[src/hdl/alpe_pkg.sv]
// Package for the alarm list unit: sizes, entry and response structs, FSM states.
// Used by alpe_seq and the top level; has no dependencies.
package alpe_pkg;

    localparam int MAX_ENTRIES = 16;
    localparam int TYPE_BITS   = 8;
    localparam int CAP_W       = 5;
    localparam int CAP_RESET   = 16;

    localparam int CNT_W = $clog2(MAX_ENTRIES + 1);
    localparam int IDX_W = (MAX_ENTRIES > 1) ? $clog2(MAX_ENTRIES) : 1;
    localparam int CMP_W = (CNT_W > CAP_W) ? CNT_W : CAP_W;

    localparam int ENTRY_W    = TYPE_BITS + 2;
    localparam int S_FIELDS_W = TYPE_BITS + 3;
    localparam int S_TDATA_W  = ((S_FIELDS_W + 7) / 8) * 8;
    localparam int M_FIELDS_W = 3 + TYPE_BITS + CNT_W;
    localparam int M_TDATA_W  = ((M_FIELDS_W + 7) / 8) * 8;

    // request kinds carried on s_tuser
    localparam logic REQ_INSERT = 1'b0;
    localparam logic REQ_REMOVE = 1'b1;

    // response status codes
    localparam logic STAT_DONE  = 1'b0;
    localparam logic STAT_ERROR = 1'b1;

    typedef struct packed {
        logic                 req_type;
        logic [TYPE_BITS-1:0] alarm_type;
        logic                 is_normal;
        logic                 notify_on_add;
        logic                 notify_on_remove;
    } req_t;

    typedef struct packed {
        logic [TYPE_BITS-1:0] etype;
        logic                 normal;
        logic                 notify;
    } entry_t;

    typedef struct packed {
        logic                 status;
        logic                 added_notify;
        logic                 removed_notify;
        logic [TYPE_BITS-1:0] removed_type;
        logic [CNT_W-1:0]     entry_count;
    } rsp_t;

    typedef enum logic [4:0] {
        ST_IDLE   = 5'b00001,
        ST_SCAN   = 5'b00010,
        ST_SHIFT  = 5'b00100,
        ST_APPEND = 5'b01000,
        ST_RESP   = 5'b10000
    } state_t;

endpackage

[src/hdl/alpe_ram.sv]
// Generic simple dual-port RAM: one write port, one registered read port.
// No dependencies; read data is registered.
module alpe_ram #(
    parameter int DATA_W = 8,
    parameter int DEPTH  = 16,
    parameter int ADDR_W = 4
) (
    input  logic              aclk,
    input  logic              wr_en,
    input  logic [ADDR_W-1:0] wr_addr,
    input  logic [DATA_W-1:0] wr_data,
    input  logic              rd_en,
    input  logic [ADDR_W-1:0] rd_addr,
    output logic [DATA_W-1:0] rd_data
);

    logic [DATA_W-1:0] mem [DEPTH];
    logic [DATA_W-1:0] rd_data_reg;

    always_ff @(posedge aclk) begin
        if (wr_en) begin
            mem[wr_addr] <= wr_data;
        end
    end

    always_ff @(posedge aclk) begin
        if (rd_en) begin
            rd_data_reg <= mem[rd_addr];
        end
    end

    assign rd_data = rd_data_reg;

endmodule

[src/hdl/alpe_seq.sv]
// Request sequencer: scans the entry RAM, compacts it after a removal, appends.
// Depends on alpe_pkg and alpe_ram.
module alpe_seq (
    input  logic                   aclk,
    input  logic                   aresetn,
    input  logic                   start,
    output logic                   in_ready,
    input  alpe_pkg::req_t         req,
    input  logic [alpe_pkg::CAP_W-1:0] cap,
    output logic                   rsp_valid,
    input  logic                   rsp_ready,
    output alpe_pkg::rsp_t         rsp
);

    alpe_pkg::state_t state_reg, state_next;
    alpe_pkg::req_t   req_reg, req_next;

    logic [alpe_pkg::CNT_W-1:0] count_reg, count_next;
    logic [alpe_pkg::CNT_W-1:0] ptr_reg, ptr_next;
    logic [alpe_pkg::CNT_W-1:0] rdpos_reg, rdpos_next;
    logic                       rd_valid_reg, rd_valid_next;

    logic                           status_reg, status_next;
    logic                           added_reg, added_next;
    logic                           rnotify_reg, rnotify_next;
    logic [alpe_pkg::TYPE_BITS-1:0] rtype_reg, rtype_next;

    logic                       rd_en;
    logic [alpe_pkg::IDX_W-1:0] rd_addr;
    alpe_pkg::entry_t           rd_data;
    logic                       wr_en;
    logic [alpe_pkg::IDX_W-1:0] wr_addr;
    alpe_pkg::entry_t           wr_data;

    logic                       full;
    logic                       issue;
    logic                       hit;
    logic [alpe_pkg::CNT_W-1:0] rdpos_dec;

    alpe_ram #(
        .DATA_W (alpe_pkg::ENTRY_W),
        .DEPTH  (alpe_pkg::MAX_ENTRIES),
        .ADDR_W (alpe_pkg::IDX_W)
    ) u_ram (
        .aclk    (aclk),
        .wr_en   (wr_en),
        .wr_addr (wr_addr),
        .wr_data (wr_data),
        .rd_en   (rd_en),
        .rd_addr (rd_addr),
        .rd_data (rd_data)
    );

    // full when count reaches capacity or the store depth
    assign full = (alpe_pkg::CMP_W'(count_reg) >= alpe_pkg::CMP_W'(cap)) ||
                  (count_reg >= alpe_pkg::CNT_W'(alpe_pkg::MAX_ENTRIES));
    assign issue     = (ptr_reg < count_reg);
    assign hit       = (req_reg.req_type == alpe_pkg::REQ_REMOVE) ?
                       (rd_data.etype == req_reg.alarm_type) : rd_data.normal;
    assign rdpos_dec = rdpos_reg - alpe_pkg::CNT_W'(1);

    always_comb begin
        state_next    = state_reg;
        req_next      = req_reg;
        count_next    = count_reg;
        ptr_next      = ptr_reg;
        rdpos_next    = rdpos_reg;
        rd_valid_next = rd_valid_reg;
        status_next   = status_reg;
        added_next    = added_reg;
        rnotify_next  = rnotify_reg;
        rtype_next    = rtype_reg;
        rd_en         = 1'b0;
        rd_addr       = ptr_reg[alpe_pkg::IDX_W-1:0];
        wr_en         = 1'b0;
        wr_addr       = rdpos_dec[alpe_pkg::IDX_W-1:0];
        wr_data       = rd_data;
        in_ready      = 1'b0;

        case (state_reg)
            alpe_pkg::ST_IDLE: begin
                in_ready = 1'b1;
                if (start) begin
                    req_next      = req;
                    ptr_next      = '0;
                    rd_valid_next = 1'b0;
                    status_next   = alpe_pkg::STAT_DONE;
                    added_next    = 1'b0;
                    rnotify_next  = 1'b0;
                    rtype_next    = '0;
                    if (req.req_type == alpe_pkg::REQ_INSERT && !full) begin
                        state_next = alpe_pkg::ST_APPEND;
                    end else if (count_reg == '0) begin
                        status_next = alpe_pkg::STAT_ERROR;
                        state_next  = alpe_pkg::ST_RESP;
                    end else begin
                        state_next = alpe_pkg::ST_SCAN;
                    end
                end
            end
            alpe_pkg::ST_SCAN: begin
                // issue the next read while checking the previous one
                if (issue) begin
                    rd_en         = 1'b1;
                    rd_valid_next = 1'b1;
                    rdpos_next    = ptr_reg;
                    ptr_next      = ptr_reg + alpe_pkg::CNT_W'(1);
                end else begin
                    rd_valid_next = 1'b0;
                end
                if (rd_valid_reg && hit) begin
                    rd_en         = 1'b0;
                    rd_valid_next = 1'b0;
                    rtype_next    = rd_data.etype;
                    rnotify_next  = rd_data.notify;
                    ptr_next      = rdpos_reg + alpe_pkg::CNT_W'(1);
                    state_next    = alpe_pkg::ST_SHIFT;
                end else if (!issue) begin
                    status_next = alpe_pkg::STAT_ERROR;
                    state_next  = alpe_pkg::ST_RESP;
                end
            end
            alpe_pkg::ST_SHIFT: begin
                // move each younger entry up by one slot
                if (issue) begin
                    rd_en         = 1'b1;
                    rd_valid_next = 1'b1;
                    rdpos_next    = ptr_reg;
                    ptr_next      = ptr_reg + alpe_pkg::CNT_W'(1);
                end else begin
                    rd_valid_next = 1'b0;
                end
                if (rd_valid_reg) begin
                    wr_en = 1'b1;
                end
                if (!issue && !rd_valid_reg) begin
                    count_next = count_reg - alpe_pkg::CNT_W'(1);
                    state_next = (req_reg.req_type == alpe_pkg::REQ_REMOVE) ?
                                 alpe_pkg::ST_RESP : alpe_pkg::ST_APPEND;
                end
            end
            alpe_pkg::ST_APPEND: begin
                wr_en          = 1'b1;
                wr_addr        = count_reg[alpe_pkg::IDX_W-1:0];
                wr_data.etype  = req_reg.alarm_type;
                wr_data.normal = req_reg.is_normal;
                wr_data.notify = req_reg.notify_on_remove;
                count_next     = count_reg + alpe_pkg::CNT_W'(1);
                added_next     = req_reg.notify_on_add;
                state_next     = alpe_pkg::ST_RESP;
            end
            alpe_pkg::ST_RESP: begin
                if (rsp_ready) begin
                    state_next = alpe_pkg::ST_IDLE;
                end
            end
            default: begin
                state_next = alpe_pkg::ST_IDLE;
            end
        endcase
    end

    always_ff @(posedge aclk) begin
        if (!aresetn) begin
            state_reg    <= alpe_pkg::ST_IDLE;
            count_reg    <= '0;
            rd_valid_reg <= 1'b0;
        end else begin
            state_reg    <= state_next;
            count_reg    <= count_next;
            rd_valid_reg <= rd_valid_next;
        end
    end

    always_ff @(posedge aclk) begin
        req_reg     <= req_next;
        ptr_reg     <= ptr_next;
        rdpos_reg   <= rdpos_next;
        status_reg  <= status_next;
        added_reg   <= added_next;
        rnotify_reg <= rnotify_next;
        rtype_reg   <= rtype_next;
    end

    assign rsp_valid           = (state_reg == alpe_pkg::ST_RESP);
    assign rsp.status          = status_reg;
    assign rsp.added_notify    = added_reg;
    assign rsp.removed_notify  = rnotify_reg;
    assign rsp.removed_type    = rtype_reg;
    assign rsp.entry_count     = count_reg;

    a_count_bound: assert property (@(posedge aclk) disable iff (!aresetn)
        count_reg <= alpe_pkg::CNT_W'(alpe_pkg::MAX_ENTRIES))
        else $error("entry count above store depth");

    a_append_inc: assert property (@(posedge aclk) disable iff (!aresetn)
        state_reg == alpe_pkg::ST_APPEND |=>
        count_reg == $past(count_reg) + alpe_pkg::CNT_W'(1))
        else $error("append did not advance the count");

    a_write_state: assert property (@(posedge aclk) disable iff (!aresetn)
        wr_en |-> (state_reg == alpe_pkg::ST_SHIFT || state_reg == alpe_pkg::ST_APPEND))
        else $error("entry RAM written outside shift or append");

    a_error_clean: assert property (@(posedge aclk) disable iff (!aresetn)
        rsp_valid && status_reg == alpe_pkg::STAT_ERROR |->
        !added_reg && !rnotify_reg && rtype_reg == '0)
        else $error("failed request reports a change");

endmodule

[src/hdl/alarm_list_with_priority_eviction_unit.sv]
// Top level of the alarm list unit: stream ports, capacity register, result register.
// Depends on alpe_pkg, alpe_seq and alpe_ram.
//
// Holds up to MAX_ENTRIES alarms oldest first in a single entry RAM (one write
// port, one registered read port). An insert (s_tuser = 0) appends at the tail;
// when the list is at capacity the oldest normal entry is evicted and reported
// first, and with no normal entry the insert fails with status 1. A remove
// (s_tuser = 1) deletes the oldest entry of the given type. Each request gives
// exactly one result transaction. One request is in work at a time. An insert
// that needs no eviction goes through the append state to the result register,
// and a remove on an empty list fails with status 1 without a search. A search
// walks the RAM one entry per cycle behind the registered read, and the
// compaction after a hit moves each younger entry up one slot per cycle, so the
// time for a removal, an eviction with its append, or a search that finds
// nothing grows with the entries held, all set by the single read port of the
// entry RAM. A result may also wait for m_tready to free the result register.
// The next request is taken while a result still waits on m_tready. Entries
// need no clearing after reset, so requests are taken from the first cycle.
// Write cfg_wr_data (capacity, 1..16, reset 16; above 16 acts as 16) only while
// the unit is idle.
module alarm_list_with_priority_eviction_unit (
    input  logic                           aclk,
    input  logic                           aresetn,
    input  logic                           s_tvalid,
    output logic                           s_tready,
    // alarm_type, is_normal, notify_on_add, notify_on_remove, zero pad
    input  logic [alpe_pkg::S_TDATA_W-1:0] s_tdata,
    // req_type
    input  logic                           s_tuser,
    output logic                           m_tvalid,
    input  logic                           m_tready,
    // status, added_notify, removed_notify, removed_type, entry_count
    output logic [alpe_pkg::M_TDATA_W-1:0] m_tdata,
    input  logic                           cfg_wr_en,
    input  logic [alpe_pkg::CAP_W-1:0]     cfg_wr_data
);

    logic [alpe_pkg::CAP_W-1:0]     cap_reg, cap_next;
    logic                           m_tvalid_reg, m_tvalid_next;
    logic [alpe_pkg::M_TDATA_W-1:0] m_tdata_reg, m_tdata_next;

    alpe_pkg::req_t req;
    alpe_pkg::rsp_t rsp;
    logic           start;
    logic           in_ready;
    logic           rsp_valid;
    logic           out_free;
    logic           load;

    // unpack the input transaction, lowest field first
    assign req.req_type         = s_tuser;
    assign req.alarm_type       = s_tdata[alpe_pkg::TYPE_BITS-1:0];
    assign req.is_normal        = s_tdata[alpe_pkg::TYPE_BITS];
    assign req.notify_on_add    = s_tdata[alpe_pkg::TYPE_BITS+1];
    assign req.notify_on_remove = s_tdata[alpe_pkg::TYPE_BITS+2];

    assign s_tready = in_ready;
    assign start    = s_tvalid && in_ready;

    // the result register frees itself in the same cycle it is taken
    assign out_free = !m_tvalid_reg || m_tready;
    assign load     = rsp_valid && out_free;

    alpe_seq u_seq (
        .aclk      (aclk),
        .aresetn   (aresetn),
        .start     (start),
        .in_ready  (in_ready),
        .req       (req),
        .cap       (cap_reg),
        .rsp_valid (rsp_valid),
        .rsp_ready (out_free),
        .rsp       (rsp)
    );

    always_comb begin
        cap_next      = cfg_wr_en ? cfg_wr_data : cap_reg;
        m_tvalid_next = m_tvalid_reg;
        m_tdata_next  = m_tdata_reg;
        if (load) begin
            // pack fields from the lowest bit up
            m_tvalid_next = 1'b1;
            m_tdata_next  = alpe_pkg::M_TDATA_W'({rsp.entry_count, rsp.removed_type,
                                                  rsp.removed_notify, rsp.added_notify,
                                                  rsp.status});
        end else if (m_tready) begin
            m_tvalid_next = 1'b0;
        end
    end

    always_ff @(posedge aclk) begin
        if (!aresetn) begin
            cap_reg      <= alpe_pkg::CAP_W'(alpe_pkg::CAP_RESET);
            m_tvalid_reg <= 1'b0;
        end else begin
            cap_reg      <= cap_next;
            m_tvalid_reg <= m_tvalid_next;
        end
    end

    always_ff @(posedge aclk) begin
        m_tdata_reg <= m_tdata_next;
    end

    assign m_tvalid = m_tvalid_reg;
    assign m_tdata  = m_tdata_reg;

    a_no_overwrite: assert property (@(posedge aclk) disable iff (!aresetn)
        m_tvalid_reg && !m_tready |=> m_tvalid_reg && $stable(m_tdata_reg))
        else $error("result transaction lost before it was taken");

    a_one_at_a_time: assert property (@(posedge aclk) disable iff (!aresetn)
        rsp_valid |-> !in_ready)
        else $error("request accepted while a result is pending");

    a_load_once: assert property (@(posedge aclk) disable iff (!aresetn)
        load |=> !rsp_valid)
        else $error("same result loaded twice");

endmodule
[config.mk]
export PLATFORM = sky130hd
export DESIGN_NAME = alarm_list_with_priority_eviction_unit
export DESIGN_NICKNAME = d
export VERILOG_FILES = /design/src/hdl/alpe_pkg.sv /design/src/hdl/alpe_ram.sv /design/src/hdl/alpe_seq.sv /design/src/hdl/alarm_list_with_priority_eviction_unit.sv
export SDC_FILE = /design/constraint.sdc
export NUM_CORES = 1
export LEC_CHECK = 0
export ABC_AREA = 0
export ABC_CLOCK_PERIOD_IN_PS = 7200
export BUFFER_PORTS_ARGS = -buffer_cell sky130_fd_sc_hd__buf_4
export CAP_MARGIN = 30
export CORE_UTILIZATION = 61
export CTS_CLUSTER_SIZE = 40
export DETAILED_ROUTE_END_ITERATION = 10
export PLACE_DENSITY = 0.76
export REMOVE_ABC_BUFFERS = 1
export SYNTH_ARGS = -nofsm -noshare
export SYNTH_HDL_FRONTEND = slang
export SYNTH_HIERARCHICAL = 1
export SYNTH_SLANG_ARGS = --single-unit
[constraint.sdc]
create_clock -name aclk -period 7.2 [get_ports aclk]
set_input_delay 0.72 -clock aclk [delete_from_list [all_inputs] [get_ports aclk]]
set_output_delay 0.72 -clock aclk [all_outputs]
set_load 0.01 [all_outputs]
==> Word-level counts from Yosys, hierarchy flattened <==
Memory sizes are Yosys's and may differ from the RTL's. A register that Yosys moved wholly into a read port is not among the register bits.
Cells that the tools add are included.
{ "classes": {"addsub": 5, "order_cmp": 3, "eq_ne": 13, "mux": 42, "bitwise_logic": 1, "reduce_logical": 26} }
{ "ops": {"columns": ["cell", "count"], "rows": [
  ["$mux W5", 12],
  ["$pmux W5 S5", 1],
  ["$mux W1", 16],
  ["$mux W8", 2],
  ["$pmux W8 S2", 1],
  ["$add A5 B1 Y5 const B", 3],
  ["$pmux W5 S3", 1],
  ["$mux W10", 1],
  ["$pmux W1 S2", 5],
  ["$pmux W5 S2", 1],
  ["$reduce_and A2 Y1", 5],
  ["$eq A8 B8 Y1", 1],
  ["$reduce_and A4 Y1", 2],
  ["$reduce_bool A2 Y1", 4],
  ["$ne A2 B1 Y1 const B", 3],
  ["$ne A2 B2 Y1 const B", 3],
  ["$eq A5 B1 Y1 const B", 1],
  ["$eq A5 B2 Y1 const B", 1],
  ["$eq A5 B3 Y1 const B", 1],
  ["$eq A5 B4 Y1 const B", 1],
  ["$eq A5 B5 Y1 const B", 1],
  ["$ge A5 B5 Y1", 1],
  ["$ge A5 B5 Y1 const B", 1],
  ["$logic_and A1 B1 Y1", 5],
  ["other kinds (13)", 17]
]} }
{ "word_totals": {"register_bits": 66, "mem_bits_rw": 160, "elab_cells": 108, "memories": 1} }
{ "memory_table": {"columns": ["memory", "depth", "word_bits", "read_ports", "rd_ports_with_merged_regs", "write_ports", "line_no", "source"], "rows": [
  ["u_seq.u_ram.mem", 16, 10, 1, 1, 1, "alpe_ram.sv:17", "logic [DATA_W-1:0] mem [DEPTH];"]
]} }

==> Logic depth before layout (Yosys ltp) <==
Gate-level depths: netlist of the first run.
{ "logic_depth": {"depth_word": 7, "mapped_depth": 12} }

==> Hierarchy <==
The synthesis of the first run kept the hierarchy.
{ "modules_own_cells": {"columns": ["module", "n_inst", "cells_each", "area_per_inst_um2", "seq_area_each_um2"], "rows": [
  ["alpe_ram", 1, 279, 6453.7, 5104.9],
  ["alpe_seq", 1, 251, 2503.7, 1211.2],
  ["alarm_list_with_priority_eviction_unit", 1, 38, 728.2, 600.6]
]} }

==> Worst setup path before layout of the first run <==
Ideal clock, no wire load.
{ "synth_timing": {"path_kind": "register -> register", "startpoint": "register u_seq.state_reg[4]", "endpoint": "memory u_seq/u_ram/mem[0][0] (netlist bit), enable pin", "setup_time_ns": 0.390, "t_arrival_ns": 2.758, "required_time_ns": 6.810, "setup_slack_ns": 4.052, "stages_incl_launch_ff": 9, "synth_period_minus_slack_ns": 3.148, "path_cell_list": "dfxtp_1 -> or3_4 -> nor3b_1 -> buf_4 -> clkinv_1 -> buf_2 -> nand2_1 -> or3b_1 -> nor3_1"} }
{ "synth_between": {"elab_chain_len": 4} }
{ "synth_rtl": {"columns": ["element", "line_no", "source"], "rows": [
  ["start, declared", "alpe_seq.sv:15", "alpe_pkg::state_t state_reg, state_next;"],
  ["start signal, assigned", "alpe_seq.sv:165", "state_reg <= alpe_pkg::ST_IDLE;"],
  ["start signal, assigned", "alpe_seq.sv:169", "state_reg <= state_next;"],
  ["$eq A5 B4 Y1 or $eq A5 B3 Y1 (tied branches)", "alpe_seq.sv:80", "case (state_reg)"],
  ["$pmux W1 S2 (*)", "alpe_seq.sv:80", null],
  ["via u_seq.wr_en", "alpe_seq.sv:31", "logic wr_en;"],
  ["$mux W1 (*)", "alpe_ram.sv:21", "if (wr_en) begin"],
  ["$mux W1 (not written as such) (*)", "alpe_ram.sv:22", "mem[wr_addr] <= wr_data;"],
  ["end, declared", "alpe_ram.sv:17", null]
]} }
Mark *: on every way through the listed nets, which the timed path passes. The rest lies on a longest branch.

==> Worst setup path after layout of the first run <==
{ "layout_timing": {"startpoint": "register u_seq.state_reg[4]", "endpoint": "memory u_seq/u_ram/mem[9][4] (netlist bit), enable pin"} }
{ "layout_lines": {"columns": ["element", "line_no", "source"], "rows": [
  ["$eq A5 B4 Y1", "alpe_seq.sv:80", null],
  ["$mux W4", "alpe_seq.sv:80", null],
  ["via u_seq.wr_addr, one bit", "alpe_seq.sv:32", "logic [alpe_pkg::IDX_W-1:0] wr_addr;"]
]} }
The timed path passes the listed nets, and every way through them passes these cells.

==> metrics.txt, run 1 <==
hpwl dp 11800 µm; max FFs per register 160; CTS H-Tree Depth 1; layout cell share with drive strength beyond 1 between 10% and 20%; CTS tree done; Post-CTS Setup Bufs 0; DIE WIDTH 128 µm; Peak supply drop 0.000203 V; Pre-antenna DRT Iters 5; fin crit period 3.99 ns; CP Launch Type register; vias in the first global route between 5000 and 6000; RSZ-0062 raised after global routing false; WS Path Type reg2reg; routability cong. 0.824; Yosys reg bits 236; final hold violations 0; Cell Area, Synth 0.00969 mm²; Min-Delay Path Class in2reg; Setup TNS 0 ns; Netlist cell types 51; Sw Pwr roughly 0.92 mW; FP Rows 45; clock slew at reported path FFs 0.06 ns; DRC Markers 0; maxcap violations 0; Via density 6.05; max-slew violation count 0; clock skew roughly 0.016 ns; P_leak about 3.8 nW; fin nets around 660; Logic pwr share 19.0%; crit path DAT slightly above 4 ns; grt total ovfl 0; Post-synth EDFFs 219; outcome finished clean; IO Count 45; Avg Synthesized Cell Area 17.1 µm²; post-route ant nets 0; via count between 5000 and 6000; aggregate routed wire length 18600 µm; chip height 128 µm; Warnings, synthesis 6; Worst-Skew Late Latency 0.51 ns; Final Core Density 70.9%; CP max FO 22; IO Port Bufs 39; initial antenna violation count 0; switching part of the total around a quarter; Overall Global Routing Usage 24.0%; Worst EP required 7.33 ns; routed length per instance ~22 µm; pin count of the biggest net entering global routing 46; Final setup viols 0; hold-fix buffers at CTS 0; Initial Utilization 63.0%; # clock sinks 236; Core Region 0.0154 mm²; Max Clk Rate about 250 MHz; post-CTS sizing 0; post-synthesis sequential area ratio 71.4%; clock root buffer clkbuf_16; internal power 2.59 mW; Reg power frac around 48%; max_slew headroom 32.6%; Die Area 0.0164 mm²; Mapped Cells 568; fin crit share a little under three fifths; Clock Power Share between 30 and 40%; CTS buffer count 24; asr flop ratio synth 0%; synthesis-to-layout area growth 12.6%; element type at the critical path end register; Clock Path Buffers 3; Slew @ Worst Pin between 1 and 1.5 ns; first-pass GRT wire length 28600 µm; diode count 0; 1st-iter DRT viols roughly 440; Top FF cell, synth edfxtp_1; Power Density 321 mW/mm²
-- metrics by stage --
step / hold slack, ns / cell area (µm²) / worst slack, ns / power [mW] / std cells
after detailed placement: 0.405 / 10200 / 3.26 / 2.36 / 804
after CTS: 0.388 / 10900 / 3.23 / 3.52 / 846
after global routing: 0.385 / 10900 / 2.93 / 3.64 / 846
after floorplan: 0.400 / 9540 / 2.42 / 2.15 / 547
final: 0.397 / 10900 / 3.21 / 3.50 / 846
after global placement: 0.400 / 10200 / 3.37 / 2.33 / 804
-- logic make-up after synthesis --
kind of cell | synth area share [%]
muxes | 10.5
DFF | 71.4
AOI/OAI and AO/OA | 4.35
xor gates and xnor gates | 1.90
buffers and inverters | 2.16
and+or+nand+nor | 7.54
adders and majority gates | 2.14
-- per-layer routing --
layer / GRT usage [%] / up-vias / share of wire [%]
li1: - / 2311 / -
met1: 32.0 / 2530 / 39
met2: 40.4 / 237 / 50
met3: 4.51 / 39 / 8.0
met4: 7.61 / 0 / 3.1
met5: 0 / - / 0
-- synthesized netlist by cell type (2+ instances only) --
master / number / area, µm²
o21a_1: 2 / 15.0
clkbuf_1: 4 / 15.0
inv_1: 17 / 63.8
nand2b_1: 2 / 12.5
nand4_1: 4 / 25.0
dfxtp_1: 17 / 340
nand3b_1: 4 / 30.0
edfxtp_1: 219 / 6580
nor2_1: 32 / 120
and3_1: 2 / 12.5
mux4_1: 12 / 315
o21ai_0: 6 / 30.0
xor2_1: 17 / 149
nand3_1: 6 / 30.0
and2_1: 13 / 81.3
nor3_1: 10 / 50.1
buf_6: 2 / 22.5
buf_8: 2 / 30.0
xnor2_1: 4 / 35.0
mux2i_1: 7 / 70.1
buf_2: 2 / 10.0
a211oi_1: 3 / 22.5
mux4_2: 28 / 631
a21o_1: 2 / 15.0
a21boi_0: 2 / 15.0
nand2_1: 55 / 206
nor3b_1: 2 / 15.0
o22ai_1: 6 / 37.5
a21oi_1: 11 / 55.1
buf_4: 6 / 45.0
nor2b_1: 9 / 56.3
a22oi_1: 21 / 158
buf_1: 5 / 18.8
nor4_1: 3 / 18.8
ha_1: 15 / 188
-- worst max-delay path, cell delays in order (launching register included) --
cell and delay (ns):
dfxtp_1 0.34, or3_4 0.42, nor3b_2 0.19, buf_4 0.28, clkinv_1 0.56, a21oi_1 0.76
nand2b_1 0.24, nor2_1 0.81
-- area by class of cell --
cell class	count	area, µm²
flip-flops and latches	236	6920
fillers	952	4470
multi-input cells	293	2570
clock buffers	37	691
repair buffers	46	345
well taps	211	264
inverters	18	67.6
clock inverters	5	48.8
-- power by group through the flow --
stage | clock [mW] | combinational (mW) | sequential, mW
5_1_grt | 1.24 | 0.720 | 1.68
6_report | 1.16 | 0.665 | 1.67
3_5_place_dp | 0 | 0.661 | 1.70
4_1_cts | 1.18 | 0.666 | 1.67
3_3_place_gp | 0 | 0.638 | 1.70
2_1_floorplan | 0 | 0.412 | 1.74
-- placed cells by master, fill, tap and decap left out, types with 3 or more instances in the layout --
cell / count
a22oi_1: 21
nand2_1: 55
ha_1: 15
clkinv_2: 3
nor2_1: 32
a21oi_1: 11
mux4_2: 28
and2_1: 13
clkbuf_1: 10
nand4_1: 4
nor4_1: 3
dfxtp_1: 17
o22ai_1: 6
inv_1: 17
buf_4: 46
mux4_1: 12
nand3_1: 6
a211oi_1: 3
nor3_1: 9
clkbuf_16: 25
nand3b_1: 4
nor2b_1: 9
xnor2_1: 4
xor2_1: 17
mux2i_1: 7
edfxtp_1: 219
o21ai_0: 6
-- path summary, 6_finish.rpt --
path | from | cells past startpoint | slack [ns] | endpoint
setup / recovery | u_seq/state_reg[4] | 7 | 3.21 | u_seq/u_ram/mem[9][4]
hold / removal | s_tdata[9] | 1 | 0.40 | u_seq/req_reg[1]
setup reg to reg | u_seq/state_reg[4] | 7 | 3.21 | u_seq/u_ram/mem[9][4]
hold reg to reg | u_seq/rtype_reg[4] | 0 | 0.42 | m_tdata[7]
Power figures use the tool's default switching activity.
==> run 2, diff against run 1 <==
- ABC_CLOCK_PERIOD_IN_PS: 7200 -> 4000
- clock period: 7.2 -> 4 ns (I/O delays scaled with it)
==> run 2 against run 1 <==
Sequential share of layout area shrank 0.80 points. Combinational power grew 82%. Routed wire length grew 1.3%. Utilization increased by 0.90 points. Hold slack worse by 0.33 ns. Register-to-register slack got worse by 2.3 ns. Clock power grew 88%. Count of clock-buffer cells in the layout fell by 6. First-iteration DRC count grew 11%. Final cell count is 1.9% higher. Via count up 1.9%. Design area grew 1.3%.
==> metrics.txt, run 2 (synthesis gave the netlist of run 1 again) <==
Min-Delay Path Class in2reg; synthesis-to-layout area growth 14.0%; via count ~5200; Power Density 580 mW/mm²; P_leak 3.87 nW; first-pass GRT wire length 28400 µm; Die Area between 0.015 and 0.02 mm²; CP max stage cell o21ai_0; Non-Filler Instances approximately 860; element type at the critical path end register; crit path DAT around 3.3 ns; clock slew at reported path FFs 0.06 ns; Critical R2R Launch u_seq/state_reg[4]; outcome finished clean; IO Count 45; Core Region 0.0154 mm²; WS Path Type reg2reg; max FFs per register 160; Worst-Skew Late Latency 0.52 ns; clock root buffer clkbuf_16; FP Rows 45; max_slew headroom 45.1%; hpwl dp ~12000 µm; chip height approximately 130 µm; aggregate routed wire length roughly 19000 µm; Worst EP required about 4.2 ns; DRC Markers 0; CP Launch Type register; DP Cell Count between 800 and 900; initial antenna violation count 0; Max Clk Rate 321 MHz; diode count 0; RSZ-0062 raised after global routing false; most common cell after layout, fill and taps aside edfxtp_1; routability cong. 0.854; maxcap violations 0; DIE WIDTH 128 µm; CTS buffer count 24; 1st-iter DRT viols 483; Final setup viols 0; CP max FO 22; layout cell share with drive strength beyond 1 between 15 and 20%; hold-fix buffers at CTS 0; max-slew violation count 0; # clock sinks ~240; CTS tree done; vias in the first global route 5121; Final Core Density a little under three quarters; clock skew between 0.015 and 0.02 ns; post-route ant nets 0; Initial Utilization 63.0%; worst setup path startpoint u_seq/state_reg[4]; Pre-antenna DRT Iters 5; CTS H-Tree Depth 1; most frequent cells in the layout 219 x edfxtp_1, 60 x buf_4, 55 x nand2_1; fin crit period 3.11 ns; Clock Path Buffers 3; cell repeated most along the worst path buf_4; final hold violations 0; total power 6.41 mW; Peak supply drop 0.000488 V; routed length per instance ~22 µm; Slew @ Worst Pin roughly 0.8 ns; worst path cell trace or3_4, nor3b_2, clkinv_1, buf_4, o21ai_0, nand3b_1, nor3_1, buf_4; Crit path largest cell delay 0.61 ns; post-CTS sizing 0; fin nets 676; Post-CTS Setup Bufs 0; fin crit share 77.9%; IO Port Bufs 39; Overall Global Routing Usage between 20% and 30%; pin count of the biggest net entering global routing 45; min-delay src s_tdata[7]; filler instances 929; Via density slightly above 6; grt total ovfl 0
[run 2: cell count changes in the layout (fill, tap and decap cells not counted)]
cell,before,now
bufinv_16,1,3
clkbuf_16,25,24
clkinv_4,0,1
nor3_1,9,10
clkbuf_1,10,7
clkinv_1,2,4
clkinv_8,0,1
nor3_2,1,0
buf_4,46,60
clkinv_2,3,5
clkbuf_8,2,0
[run 2: through the flow]
step                cell area, µm²  setup TNS [ns]  hold WS [ns]  setup slack, ns
floorplan                     9540          -83.87         0.400           -0.783
global placement             10300               0         0.400             1.31
detailed placement           10300               0         0.405             1.20
CTS                          11000               0        0.0443             1.03
global route                 11000               0        0.0447            0.865
finish                       11000               0        0.0634            0.886
[run 2: where the power goes]
group,internal (mW),switching (mW)
Clock,1.30,0.881
Sequential,2.92,0.0925
Combinational,0.495,0.717
Total,4.72,1.69
[run 2: routing by layer]
layer  part of all wire [%]  vias to the layer above  track usage [%]
met4                    3.9                        0             9.55
met5                      0                        -                0
met2                     49                      221             39.5
li1                       -                     2347                -
met3                    6.9                       42             4.22
met1                     40                     2604             31.8
[run 2: final timing paths]
check	endpoint	slack, ns	cells after the start
worst max-delay path	u_seq/u_ram/mem[4][2]	0.89	8
worst min-delay path	u_seq/req_reg[10]	0.06	1
worst max register to register	u_seq/u_ram/mem[4][2]	0.89	8
worst min register to register	m_tdata[4]	0.42	0
[run 2: area by class of cell]
cell class / count / area [µm²] / share of cell area, %
flip-flops and latches: 236 / 6920 / 62.6
clock buffers: 31 / 627 / 5.68
repair buffers: 60 / 450 / 4.08
well taps: 211 / 264 / 2.39
multi-input cells: 293 / 2560 / 23.2
clock inverters: 13 / 151 / 1.37
inverters: 18 / 67.6 / 0.612
[run 2: worst max-delay path, delay by kind of cell, from the launching register on]
| family | cells | cell delay [ns] |
|---|---|---|
| AOI/OAI and AO/OA | 1 | 0.61 |
| and+or+nand+nor | 4 | 1.28 |
| DFF | 1 | 0.33 |
| buffers and inverters | 3 | 0.57 |
